<file path="src/gpv_pkg.sv">
`default_nettype none

package gpv_pkg;

	localparam int HEIGHT_BITS    = 16;
	localparam int POS_BITS       = 10;
	localparam int CNT_BITS       = 20;
	localparam int CFG_BITS       = 11;
	localparam int CFG_IDX_BITS   = 2;
	localparam int CFG_RESET      = 12;

	localparam int DEF_MAX_WIDTH   = 1024;
	localparam int DEF_MAX_HEIGHT  = 1024;
	localparam int DEF_SAMPLE_BITS = 16;

	localparam logic [CFG_IDX_BITS-1:0] REG_NUM_ROWS = 2'd0;
	localparam logic [CFG_IDX_BITS-1:0] REG_NUM_COLS = 2'd1;

	localparam logic [1:0] CLS_NONE   = 2'd0;
	localparam logic [1:0] CLS_PEAK   = 2'd1;
	localparam logic [1:0] CLS_VALLEY = 2'd2;

	typedef struct packed {
		logic [POS_BITS-1:0] row;
		logic [POS_BITS-1:0] col;
		logic                emit;
		logic                last;
	} gpv_meta_t;

endpackage

`default_nettype wire

</file>
<file path="src/gpv_stats.sv">
`default_nettype none

module gpv_stats (
	input  wire logic                             clk,
	input  wire logic                             arst_n,
	input  wire logic                             v_s3,
	input  wire gpv_pkg::gpv_meta_t               meta_s3,
	input  wire logic [1:0]                       cls_s3,
	input  wire logic                             cfg_clr,
	input  wire logic                             out_stall,
	output logic                                  rdy_s4,
	output logic                                  out_valid,
	output logic      [gpv_pkg::POS_BITS-1:0]     cell_row,
	output logic      [gpv_pkg::POS_BITS-1:0]     cell_col,
	output logic      [1:0]                       cell_class,
	output logic      [gpv_pkg::CNT_BITS-1:0]     peak_total,
	output logic      [gpv_pkg::CNT_BITS-1:0]     valley_total,
	output logic                                  frame_done
);

	logic [gpv_pkg::CNT_BITS-1:0] peak_q;
	logic [gpv_pkg::CNT_BITS-1:0] valley_q;
	logic [gpv_pkg::CNT_BITS-1:0] peak_nx;
	logic [gpv_pkg::CNT_BITS-1:0] valley_nx;
	logic                         adv;

	assign rdy_s4 = !out_valid || !out_stall;
	assign adv    = v_s3 && rdy_s4;

	// saturate at all ones
	assign peak_nx = (meta_s3.emit && cls_s3 == gpv_pkg::CLS_PEAK && peak_q != '1) ?
		peak_q + gpv_pkg::CNT_BITS'(1) : peak_q;
	assign valley_nx = (meta_s3.emit && cls_s3 == gpv_pkg::CLS_VALLEY && valley_q != '1) ?
		valley_q + gpv_pkg::CNT_BITS'(1) : valley_q;

	always_ff @(posedge clk or negedge arst_n) begin
		if (!arst_n) begin
			peak_q   <= '0;
			valley_q <= '0;
		end else if (cfg_clr) begin
			peak_q   <= '0;
			valley_q <= '0;
		end else if (adv) begin
			if (meta_s3.last) begin
				peak_q   <= '0;
				valley_q <= '0;
			end else begin
				peak_q   <= peak_nx;
				valley_q <= valley_nx;
			end
		end
	end

	always_ff @(posedge clk or negedge arst_n) begin
		if (!arst_n)
			out_valid <= 1'b0;
		else if (rdy_s4)
			out_valid <= v_s3 && meta_s3.emit;
	end

	always_ff @(posedge clk) begin
		if (adv && meta_s3.emit) begin
			cell_row     <= meta_s3.row;
			cell_col     <= meta_s3.col;
			cell_class   <= cls_s3;
			peak_total   <= peak_nx;
			valley_total <= valley_nx;
			frame_done   <= meta_s3.last;
		end
	end

endmodule

`default_nettype wire

</file>
<file path="config.mk">
export PLATFORM = sky130hd
export DESIGN_NAME = gpv_stats
export DESIGN_NICKNAME = d
export VERILOG_FILES = /design/src/gpv_pkg.sv /design/src/gpv_stats.sv
export SDC_FILE = /design/constraint.sdc
export NUM_CORES = 1
export LEC_CHECK = 0
export BUFFER_PORTS_ARGS = -buffer_cell sky130_fd_sc_hd__buf_2
export CORE_MARGIN = 1.5
export CORE_UTILIZATION = 60
export DETAILED_ROUTE_END_ITERATION = 10
export PLACE_DENSITY = 0.93
export SLEW_MARGIN = 25
export SYNTH_ARGS = -nofsm -noshare
export SYNTH_HDL_FRONTEND = slang
export SYNTH_SLANG_ARGS = --single-unit
</file>
<file path="constraint.sdc">
create_clock -name clk -period 4 [get_ports clk]
set_input_delay 0.6 -clock clk [delete_from_list [all_inputs] [get_ports clk]]
set_output_delay 0.6 -clock clk [all_outputs]
set_load 0.005 [all_outputs]
</file>
**Word-level counts from Yosys, hierarchy flattened**

Cells that the tools add are included.

- Bits of input ports: 29
- Register bits: 104

- Reductions and logical operators: 11
- Equality and inequality tests: 4
- Add/sub/neg operators: 2
- Muxes and demuxes: 8

Operators by type and width:

| kind | count |
|---|---|
| 20-bit 2-to-1 mux | 8 |
| 20-bit by 1-bit adder with 20-bit output, second input constant | 2 |
| 20-bit inequality test, second input constant | 2 |
| 1-bit logical AND | 7 |
| 2-bit by 1-bit == test with 1-bit output, second input constant | 1 |
| 2-bit == test, second input constant | 1 |
| 1-bit zero test | 2 |
| 2-bit nonzero test | 1 |
| 1-bit logical OR | 1 |

**Longest topological paths before layout**

- Depth after elaboration: 7
- Gate-level depth with buffers: 7

**Least setup slack after synthesis**

Ideal clock, no wire load.

- Path kind: in2reg
- From: input out_stall
- To: register cell_class[0] (enable)
- Arrival time: 2.337 ns
- Path slack: 1.234 ns
- Library setup time: 0.429 ns
- Cell stages on the path: 2
- Buffers on the path: 0
- Required time: 3.571 ns
- Path through: nand2_1 -> and3_1

- Longest elaborated chain between the ends: 4

Ends and longest elaborated chain:

| what | line | text |
|---|---|---|
| start, declared | gpv_stats.sv:10 | `input wire logic out_stall,` |
| 1-bit zero test | gpv_stats.sv:27 | `assign rdy_s4 = !out_valid \|\| !out_stall;` |
| 1-bit logical OR | gpv_stats.sv:27 |  |
| 1-bit logical AND | gpv_stats.sv:28 | `assign adv = v_s3 && rdy_s4;` |
| 1-bit logical AND | gpv_stats.sv:62 | `if (adv && meta_s3.emit) begin` |
| end signal, assigned | gpv_stats.sv:65 | `cell_class <= cls_s3;` |
| end, declared | gpv_stats.sv:15 | `output logic [1:0] cell_class,` |

No other way between the ends.
A chain may end at the register's enable or synchronous reset.

**Final worst setup path**

- From: register peak_q[0] in the netlist's numbering
- To: register peak_total[3] in the netlist's numbering, data pin

- Longest elaborated chain between the ends: 3

Ends and longest elaborated chain:

| what | line | text |
|---|---|---|
| start, declared | gpv_stats.sv:21 | `logic [gpv_pkg::CNT_BITS-1:0] peak_q;` |
| start signal, assigned | gpv_stats.sv:48 | `peak_q <= peak_nx;` |
| parallel branches: the longest is 2 deep, another holds 20-bit by 1-bit adder with 20-bit output | n/a |  |
| 20-bit 2-to-1 mux * | gpv_stats.sv:31 | `assign peak_nx = (meta_s3.emit && cls_s3 == gpv_pkg::CLS_PEAK && peak_q != '1) ?` |
| named net peak_nx, one bit | gpv_stats.sv:23 | `logic [gpv_pkg::CNT_BITS-1:0] peak_nx;` |
| end signal, assigned | gpv_stats.sv:66 | `peak_total <= peak_nx;` |
| end, declared | gpv_stats.sv:16 | `output logic [gpv_pkg::CNT_BITS-1:0] peak_total,` |

Mark *: on every way through the listed nets, which the timed path passes.

==> results.toml <==
[logic_synthesis]
synthTopCellsByArea = "edfxtp_1 37%, dfrtp_1 20%, xnor2_1 3.6%, nand2_1 2.7%, a31oi_1 2.5%"
syn_area_mm2 = 0.005075
netlist_top_cells_count = "63 x edfxtp_1, 41 x dfrtp_1, 37 x nand2_1"
syn_inst = 425
synth_flop_cell = "edfxtp_1"
async_flop_share = 0.3942
yosysUniqueCellTypes = 67
synth_seq_area_share = 0.5750
yosys.area.top_type = "edfxtp_1"
syn-num-nets = 456
synth.avg_cell_area_um2 = 11.94
ys_seq_elements = 104
synth_most_common_cell = "edfxtp_1"
synth_edf_count = 63
yosysTopAreaCellShare = 0.3728
ys_warn_count = 0

[worst_setup_path]
cp-end-kind = "flop"
reg2reg_to = "peak_total[3]"
crit_arrival_ns = 2.40
start_kind = "flop"
r2r_slack_ns = 1.72
reg2reg_depth = 6
required_ns = 4.11
path_max_fanout = 8
path_class = "flop to flop"
r2r-start = "peak_q[0]"
critical_path.startpoint = "peak_q[0]"

[sta]
grt_setup_unrepaired = "no"
layout_min_cycle_time_ns = 2.285
hold_violations = 0
skew_ns = 0.01275
drv_slew = 0
finalCritPeriodShare = 0.5712
slew_headroom = 0.3925
max_freq_mhz = 437.7
setup_viol = 0
tightest_slew_ns = 0.9113
tns_ns = 0

[final_layout]
seqCellArea_mm2 = 0.002918
multi_input_area_mm2 = 0.001983
nFillCells = 628
nNetsFinal = 536
final_cell_area_mm2 = 0.005749
finish.utilization = 0.6997
diodes = 0
syn_to_final_growth_pct = 13.29
drive_above_1_share = 0.2824

[clock_tree]
postCtsHoldBufs = 0
cts_buffers = 9
clock-root-buffer = "clkbuf_8"
cts_resized = 0
clk_pin_slew_ns = 0.10
cts.sinks = 104
cts_tree = "built"
clockBufferDepth = 2
postCtsSetupBuffers = 0
htree_levels = 3
clock_latency_ns = 0.37

[floorplanning]
die_width_um = 94.97
ioPinCount = 94
start_util = 0.6176
die_area_mm2 = 0.009018
core-area_mm2 = 0.008217
die_h_um = 94.97
num_rows = 33

[power_and_ir_drop]
p_leak_uw = 0.002356
ir_drop_mv = 0.1703
powerDensity_mw_per_mm2 = 341.0

[run_status]
status = "complete, no violations"

[grt]
antenna_found_initial = 0
grt_pass1_vias = 3523
grtUsageTotal = 0.2480
grt_overflow = 0
grt_pass1_wl_mm = 17.09
grt_max_degree = 44

[drt]
vias_per_cell = 6.187
vias = 3805
drtIter0Drc = 282
ant_nets = 0
finalWirelength_mm = 10.68
route.detailed.drc = 0
detail_route.first_pass.iterations = 5
wl_per_cell_um = 17.36

[placed_design]
place_hpwl_mm = 7.155
place_area_mm2 = 0.005543
globalplace.congestion = 0.9184
place.port_buffers = 93

[worst_hold_path]
min_path_type = "input port to asynchronous set/reset pin"

[run]
drv_cap = 0
## worst max-delay path, stage by stage (launching register included)
cell,delay [ns]
dfrtp_1,0.49
ha_1,0.27
nand3_2,0.19
nor4_4,0.51
a21oi_2,0.21
and4_4,0.24
xor2_1,0.13
## cells by family (layout without fill, tap and decap cells)
| kind of cell | Yosys count | after routing | synth area share |
|---|---|---|---|
| XOR/XNOR | 35 | 35 | 0.06041 |
| AND/OR/NAND/NOR | 145 | 145 | 0.1723 |
| multiplexers | 3 | 3 | 0.006410 |
| AO/OA/AOI/OAI | 103 | 103 | 0.1464 |
| flip-flops | 104 | 104 | 0.5749 |
| buffers and inverters | 33 | 118 | 0.03452 |
| adder cells (fa/ha/maj) | 2 | 2 | 0.004930 |
## cells in the final DEF (no fill, tap or decap), drive strengths merged, types with 6 or more instances in the layout
cell and n:
and4 8, and3 7, nand4 12, a21o 10, edfxtp 63, dfrtp 41
nand3 25, a31oi 20, xor2 14, inv 8, a21oi 17, nor4 7
nor2 22, a41oi 6, xnor2 21, nand2 38, clkbuf 10, buf 96
o21ai 19
## where the power goes
part | switching, µW | leakage [µW] | total (µW) | internal [µW]
logic | 74.6 | 0.00110 | 114 | 39.5
clock network | 359 | 0.000102 | 669 | 310
registers | 7.40 | 0.00116 | 1180 | 1170
total | 441 | 0.00236 | 1960 | 1520
## how the worst max path moves through the flow
| stage | slack (ns) | cells after the start | endpoint |
|---|---|---|---|
| 6_report | 1.72 | 6 | peak_total[3] |
| 5_1_grt | 1.60 | 6 | peak_total[3] |
| 4_1_cts | 1.73 | 6 | peak_total[3] |
| 3_5_place_dp | 1.52 | 4 | cell_row[3] |
| 3_3_place_gp | 1.59 | 4 | cell_row[0] |
| 2_1_floorplan | 1.23 | 2 | cell_class[0] |
## area by class of cell
class | instances | area share
Clock buffer | 10 | 0.02394
Timing Repair Buffer | 96 | 0.08531
Multi-Input combinational cell | 288 | 0.3449
Inverter | 6 | 0.003917
Sequential cell | 104 | 0.5075
Tap cell | 105 | 0.02285
Clock inverter | 6 | 0.01153
## layer usage
layer | up-vias | share of wire | track usage
met5 | - | 0 | 0
met4 | 0 | 0.018 | 0.1132
met3 | 17 | 0.067 | 0.04106
met2 | 176 | 0.47 | 0.3768
met1 | 1839 | 0.44 | 0.3503
li1 | 1773 | - | -
## state kept, by name (all words and copies together), names as in the netlist
register and cells:
cell_col 10, valley_q 20, peak_total 20, cell_class 2, peak_q 20, frame_done 1, valley_total 20, out_valid 1
cell_row 10
## stage by stage
step	total power, µW	setup slack, ns	hold slack (ns)	instances
finish	1960	1.715	0.2118	615
floorplan	1253	1.234	0.3044	425
global route	2025	1.605	0.2476	615
detailed placement	1316	1.519	0.4960	599
global placement	1310	1.589	0.4906	599
CTS	1967	1.734	0.3980	615
Power figures use the tool's default switching activity.
