--- config.mk ---
export PLATFORM = sky130hd
export DESIGN_NAME = gpv_window
export DESIGN_NICKNAME = d
export VERILOG_FILES = /design/src/gpv_pkg.sv /design/src/gpv_window.sv
export SDC_FILE = /design/constraint.sdc
export NUM_CORES = 1
export LEC_CHECK = 0
export ABC_AREA = 1
export BUFFER_PORTS_ARGS = -buffer_cell sky130_fd_sc_hd__buf_2
export CELL_PAD_IN_SITES_DETAIL_PLACEMENT = 0
export CELL_PAD_IN_SITES_GLOBAL_PLACEMENT = 1
export CORE_UTILIZATION = 48
export DETAILED_ROUTE_END_ITERATION = 12
export GPL_ROUTABILITY_DRIVEN = 0
export PLACE_DENSITY = 0.84
export SYNTH_ARGS = -nofsm -noshare
export SYNTH_HDL_FRONTEND = slang
export SYNTH_SLANG_ARGS = --single-unit
export TNS_END_PERCENT = 1
--- constraint.sdc ---
create_clock -name clk -period 5.3 [get_ports clk]
set_input_delay 0 -clock clk [delete_from_list [all_inputs] [get_ports clk]]
set_output_delay 0 -clock clk [all_outputs]
set_load 0.05 [all_outputs]
--- src/gpv_pkg.sv ---
`default_nettype none

package gpv_pkg;

	localparam int HEIGHT_BITS    = 16;
	localparam int POS_BITS       = 10;
	localparam int CNT_BITS       = 20;
	localparam int CFG_BITS       = 11;
	localparam int CFG_IDX_BITS   = 2;
	localparam int CFG_RESET      = 12;

	localparam int DEF_MAX_WIDTH   = 1024;
	localparam int DEF_MAX_HEIGHT  = 1024;
	localparam int DEF_SAMPLE_BITS = 16;

	localparam logic [CFG_IDX_BITS-1:0] REG_NUM_ROWS = 2'd0;
	localparam logic [CFG_IDX_BITS-1:0] REG_NUM_COLS = 2'd1;

	localparam logic [1:0] CLS_NONE   = 2'd0;
	localparam logic [1:0] CLS_PEAK   = 2'd1;
	localparam logic [1:0] CLS_VALLEY = 2'd2;

	typedef struct packed {
		logic [POS_BITS-1:0] row;
		logic [POS_BITS-1:0] col;
		logic                emit;
		logic                last;
	} gpv_meta_t;

endpackage

`default_nettype wire

--- src/gpv_window.sv ---
`default_nettype none

module gpv_window #(
	parameter int SAMPLE_BITS = gpv_pkg::DEF_SAMPLE_BITS
) (
	input  wire logic                          clk,
	input  wire logic                          arst_n,
	input  wire logic                          v_s1,
	input  wire gpv_pkg::gpv_meta_t            meta_s1,
	input  wire logic signed [SAMPLE_BITS-1:0] top_s1,
	input  wire logic signed [SAMPLE_BITS-1:0] mid_s1,
	input  wire logic signed [SAMPLE_BITS-1:0] bot_s1,
	input  wire logic                          rdy_s4,
	output logic                               rdy_s2,
	output logic                               v_s3,
	output gpv_pkg::gpv_meta_t                 meta_s3,
	output logic             [1:0]             cls_s3
);

	logic signed [SAMPLE_BITS-1:0] win_s2 [3][3];
	logic                          v_s2;
	gpv_pkg::gpv_meta_t            meta_s2;

	logic       rdy_s3;
	logic       adv_s2;
	logic       adv_s3;
	logic       peak;
	logic       valley;
	logic [1:0] cls;

	assign rdy_s3 = !v_s3 || rdy_s4;
	assign rdy_s2 = !v_s2 || rdy_s3;
	assign adv_s2 = v_s1 && rdy_s2;
	assign adv_s3 = v_s2 && rdy_s3;

	always_ff @(posedge clk or negedge arst_n) begin
		if (!arst_n) begin
			v_s2 <= 1'b0;
			v_s3 <= 1'b0;
		end else begin
			if (rdy_s2)
				v_s2 <= v_s1;
			if (rdy_s3)
				v_s3 <= v_s2;
		end
	end

	// shift the window left and take the new column
	always_ff @(posedge clk) begin
		if (adv_s2) begin
			for (int r = 0; r < 3; r++) begin
				win_s2[r][0] <= win_s2[r][1];
				win_s2[r][1] <= win_s2[r][2];
			end
			win_s2[0][2] <= top_s1;
			win_s2[1][2] <= mid_s1;
			win_s2[2][2] <= bot_s1;
			meta_s2      <= meta_s1;
		end
	end

	always_comb begin
		peak   = 1'b1;
		valley = 1'b1;
		for (int r = 0; r < 3; r++) begin
			for (int c = 0; c < 3; c++) begin
				if (r != 1 || c != 1) begin
					if (!(win_s2[r][c] < win_s2[1][1]))
						peak = 1'b0;
					if (!(win_s2[r][c] > win_s2[1][1]))
						valley = 1'b0;
				end
			end
		end
		if (peak)
			cls = gpv_pkg::CLS_PEAK;
		else if (valley)
			cls = gpv_pkg::CLS_VALLEY;
		else
			cls = gpv_pkg::CLS_NONE;
	end

	always_ff @(posedge clk) begin
		if (adv_s3) begin
			cls_s3  <= cls;
			meta_s3 <= meta_s2;
		end
	end

endmodule

`default_nettype wire

Word-level counts from Yosys, hierarchy flattened. Memory sizes are Yosys's and may differ from the RTL's. Cells that the tools add are included.

$add $sub $neg: 0. $mul: 0. Divide/modulo/power cells: 0. $lt $le $gt $ge: 16. Equality and inequality tests: 0. Shift-type cells: 0. Muxes and demuxes: 19. Bitwise gates (word level): 0. Reduce and logical (&&, ||, !) cells: 6.

Operators by type and width (number): 16-bit > comparator (8); 16-bit < comparator (8); 1-bit 2-to-1 mux (18); 1-bit logical AND (2); 1-bit logical NOT (2); 1-bit logical OR (2); 2-bit 2-to-1 mux (1).

Register bits after elaboration: 48. Latch bits: 0. Bits in writable memories: 144. Memory bits (read-only): 0. Bits of input ports: 74. Output and inout bits: 26. Memories kept: 1.

Memories: win_s2 (depth 3, bits a word 48, read ports 3, clocked after memory_dff 0, write ports 3, RTL line gpv_window.sv:20) `logic signed [SAMPLE_BITS-1:0] win_s2 [3][3];`.

Depth between registers and ports, before layout. An unclocked memory read counts as a cell.

Depth after elaboration: 11. Depth in mapped cells: 17.

Worst setup path after synthesis. No wires, ideal clock.

Path type: flip-flop to flip-flop. Start: register v_s3. End: register meta_s2[0] (netlist name), enable pin. Setup time: 517 ps. Arrival time: 4461 ps. Path slack: 322 ps. Stages on the path, launching flop included: 4. Buffers on the path: 0. Period minus slack after synthesis: 4978 ps. Cells stage by stage: dfrtp_1 -> nand3_1 -> nand2_1 -> inv_1.

Cells in the longest elaborated chain, start to end: 4.

Ends and longest elaborated chain: start, declared (RTL line gpv_window.sv:15) `output logic v_s3,`; start signal, assigned (RTL line gpv_window.sv:44) `v_s3 <= v_s2;`; 1-bit logical NOT (RTL line gpv_window.sv:31) `assign rdy_s3 = !v_s3 || rdy_s4;`; 1-bit logical OR (RTL line gpv_window.sv:31); 1-bit logical OR (RTL line gpv_window.sv:32) `assign rdy_s2 = !v_s2 || rdy_s3;`; net rdy_s2 (RTL line gpv_window.sv:14) `output logic rdy_s2,`; 1-bit logical AND (RTL line gpv_window.sv:33) `assign adv_s2 = v_s1 && rdy_s2;`; net adv_s2 (RTL line gpv_window.sv:25) `logic adv_s2;`; end signal, assigned (RTL line gpv_window.sv:58) `meta_s2 <= meta_s1;`; end, declared (RTL line gpv_window.sv:22) `gpv_pkg::gpv_meta_t meta_s2;`.

The timed path passes the listed nets, and every way through them passes these cells. A chain may end at the register's enable or synchronous reset.

==> impl_metrics.json <==
{
  "p_int_mw": 2.75,
  "synthCells": 701,
  "cts_buffer_depth": 2,
  "antennaDiodeCount": 0,
  "start_util": 0.496,
  "drv_slew": 0,
  "hp-class": "primary input to flop",
  "core.rowCount": 49,
  "syn_area_mm2": 0.00900,
  "nFillCells": 1416,
  "area_delta_synth_final_pct": 23.9,
  "crit_family": "buffers and inverters",
  "relSlewSlack": 0.225,
  "p_switching_mw": 1.02,
  "pwr_density_cell_mw_per_mm2": 338,
  "clockPowerShare": 0.345,
  "wire_per_inst_um": 16.0,
  "crit_type": "flop to flop",
  "nets": 1097,
  "die_w_um": 139,
  "drv_cap": 0,
  "cp-start-kind": "flop",
  "ys_ff_latch": 192,
  "worstPathCellList": "nand3_1, nand2_1, inv_6, buf_4",
  "synth.most_common_cell": "edfxtp_1",
  "crit_slowest_cell": "inv_6",
  "p_comb_frac": 0.158,
  "synth_area_leader_cell": "edfxtp_1",
  "r2r-start": "v_s3$_DFFE_PN0P_",
  "cts.sinks": 192,
  "crit_path_max_fanout": 128,
  "dieArea_mm2": 0.0193,
  "min_delay_path_depth": 2,
  "yosys_most_used_dff": "edfxtp_1",
  "rr_worst_depth": 4,
  "path_clk_slew_ps": 70,
  "die_h_um": 139,
  "max_stage_delay_ps": 770,
  "synth_area_leaders": "edfxtp_1 63%, ha_1 18%, nand2_1 6.3%",
  "final_cell_count_no_fill": 1137,
  "io_buffers": 99,
  "worstMarginPinSlew_ps": 1160,
  "worst_hold_path.endpoint": "win_s2[0][62]$_DFFE_PP_",
  "seqPwrFrac": 0.497,
  "hold_start": "mid_s1[14]",
  "worstPathArrival_ps": 2700,
  "finalSetupTns_ps": 0,
  "hold_viol_final": 0,
  "root_buffer": "clkbuf_16",
  "switching_share": 0.270,
  "globalRouteTotalUtil": 0.201,
  "wl_mm": 18.2,
  "power_mw": 3.77,
  "drcViolationCount": 0,
  "synth_cell_types": 22,
  "vias": 5749,
  "period_share": 0.496,
  "skew_ps": 8.30,
  "synth_top_area_frac": 0.634,
  "grt_pass1_wl_mm": 29.3,
  "core_area_mm2": 0.0181,
  "synth-async-reset-ratio": 0.0104,
  "first_iter_violations": 294,
  "rsz0062_at_grt": "no",
  "first_pass_iters": 6,
  "p_leak_nw": 4.82,
  "fmax_ghz": 0.381,
  "r2r_end": "win_s2[0][14]$_DFFE_PP_",
  "crit_path_end_kind": "flop",
  "cts_resized": 0,
  "drive_gt1_frac": 0.162,
  "grt-ovfl-total": 0,
  "syn-num-nets": 903,
  "yosys_warnings": 0,
  "clock_latency_ps": 440,
  "cp_data_required_time_ps": 5370,
  "fin_util": 0.614,
  "ff2ff_setup_slack_ps": 2670,
  "vdd_drop_max_v": 0.000353,
  "grt_max_degree": 129,
  "num_io_pins": 100,
  "cts_tree": "yes",
  "ant_nets": 0,
  "vias_per_cell": 5.06,
  "status": "complete, no violations",
  "placedCellCount": 1031,
  "antenna_found_initial": 0,
  "synth-edff-count": 190,
  "setup_viol": 0,
  "fin_crit_ps": 2630,
  "hpwl_mm": 12.2,
  "synth_common_cells": "190 x edfxtp_1, 150 x nand2_1, 128 x ha_1",
  "critPathBufInv": 2,
  "grt_pass1_vias": 6057,
  "cts_max_level": 4,
  "cts_buffers": 17,
  "yosysSeqAreaShare": 0.640,
  "avgSynthCellArea_um2": 12.8
}
-- logic make-up (layout without fill, tap and decap cells) --
logic type      after synthesis  after routing  synth area share
simple gates                239            239             0.108
flops                       192            192             0.640
fa+ha+maj                   128            128             0.178
compound gates               85             85            0.0505
buf+inv                      57            264            0.0238
-- worst max-delay path by stage --
stage | from | end | slack (ps) | cells after the start
2_1_floorplan | v_s3$_DFFE_PN0P_ | meta_s2[0]$_DFFE_PP_ | 320 | 3
3_3_place_gp | v_s3$_DFFE_PN0P_ | win_s2[0][104]$_DFFE_PP_ | 2880 | 4
3_5_place_dp | v_s3$_DFFE_PN0P_ | win_s2[0][138]$_DFFE_PP_ | 2770 | 4
4_1_cts | v_s3$_DFFE_PN0P_ | win_s2[0][10]$_DFFE_PP_ | 2760 | 4
5_1_grt | v_s3$_DFFE_PN0P_ | win_s2[0][124]$_DFFE_PP_ | 2530 | 4
6_report | v_s3$_DFFE_PN0P_ | win_s2[0][14]$_DFFE_PP_ | 2670 | 4
-- routing by layer --
layer	global-route usage	vias to the layer above	routed length, um
li1	-	2886	-
met1	0.238	2696	7850
met2	0.358	137	9220
met3	0.0425	30	815
met4	0.0743	0	361
met5	0	-	0
-- flip-flops by register name (all words and copies together) (netlist names) --
register / cells
meta_s3: 22
v_s3: 1
cls_s3: 2
v_s2: 1
win_s2: 144
meta_s2: 22
-- layout make-up --
| cell class | count | area, um^2 | share of cell area |
|---|---|---|---|
| Sequential cell | 192 | 5760 | 0.516 |
| Timing Repair Buffer | 175 | 1250 | 0.112 |
| Tap cell | 229 | 287 | 0.0257 |
| Clock inverter | 15 | 178 | 0.0159 |
| Inverter | 57 | 219 | 0.0196 |
| Multi-Input combinational cell | 452 | 3030 | 0.272 |
| Clock buffer | 17 | 425 | 0.0382 |
-- power groups by stage --
| stage | Combinational (mW) | Clock [mW] | Sequential, mW |
|---|---|---|---|
| detailed placement | 0.548 | 0 | 1.91 |
| floorplan | 0.322 | 0 | 1.97 |
| CTS | 0.595 | 1.32 | 1.87 |
| finish | 0.594 | 1.30 | 1.87 |
| global placement | 0.520 | 0 | 1.90 |
| global route | 0.675 | 1.37 | 1.89 |
-- per-stage QoR --
stage                     hold slack (ps)  cell area, um^2  setup WS, ps
after global routing                  263            11100          2530
final                                 267            11100          2670
after floorplan                      -296             9000           322
after CTS                             250            11100          2760
after global placement               -216             9800          2880
after detailed placement             -215             9800          2770
-- repair_timing --
item,in CTS,in global routing
setup buffers,0,0
endpoints found under the setup margin,0,0
hold buffers,74,0
endpoints found under the hold margin,74,0
-- cell usage in the layout (no fill, tap or decap), types with 3 or more instances in the layout --
master and count:
nand2_2 5, nand2_1 150, a21o_1 3, nor2_1 56, edfxtp_1 190, clkbuf_16 17
clkinv_4 3, inv_1 54, nand3_1 16, inv_6 5, nor2_2 4, o21a_1 4
buf_2 99, o21bai_1 3, a21oi_1 55, o21ai_0 16, dlygate4sd3_1 74, ha_1 128
nand3b_1 4
(Power assumes the default switching activity.)
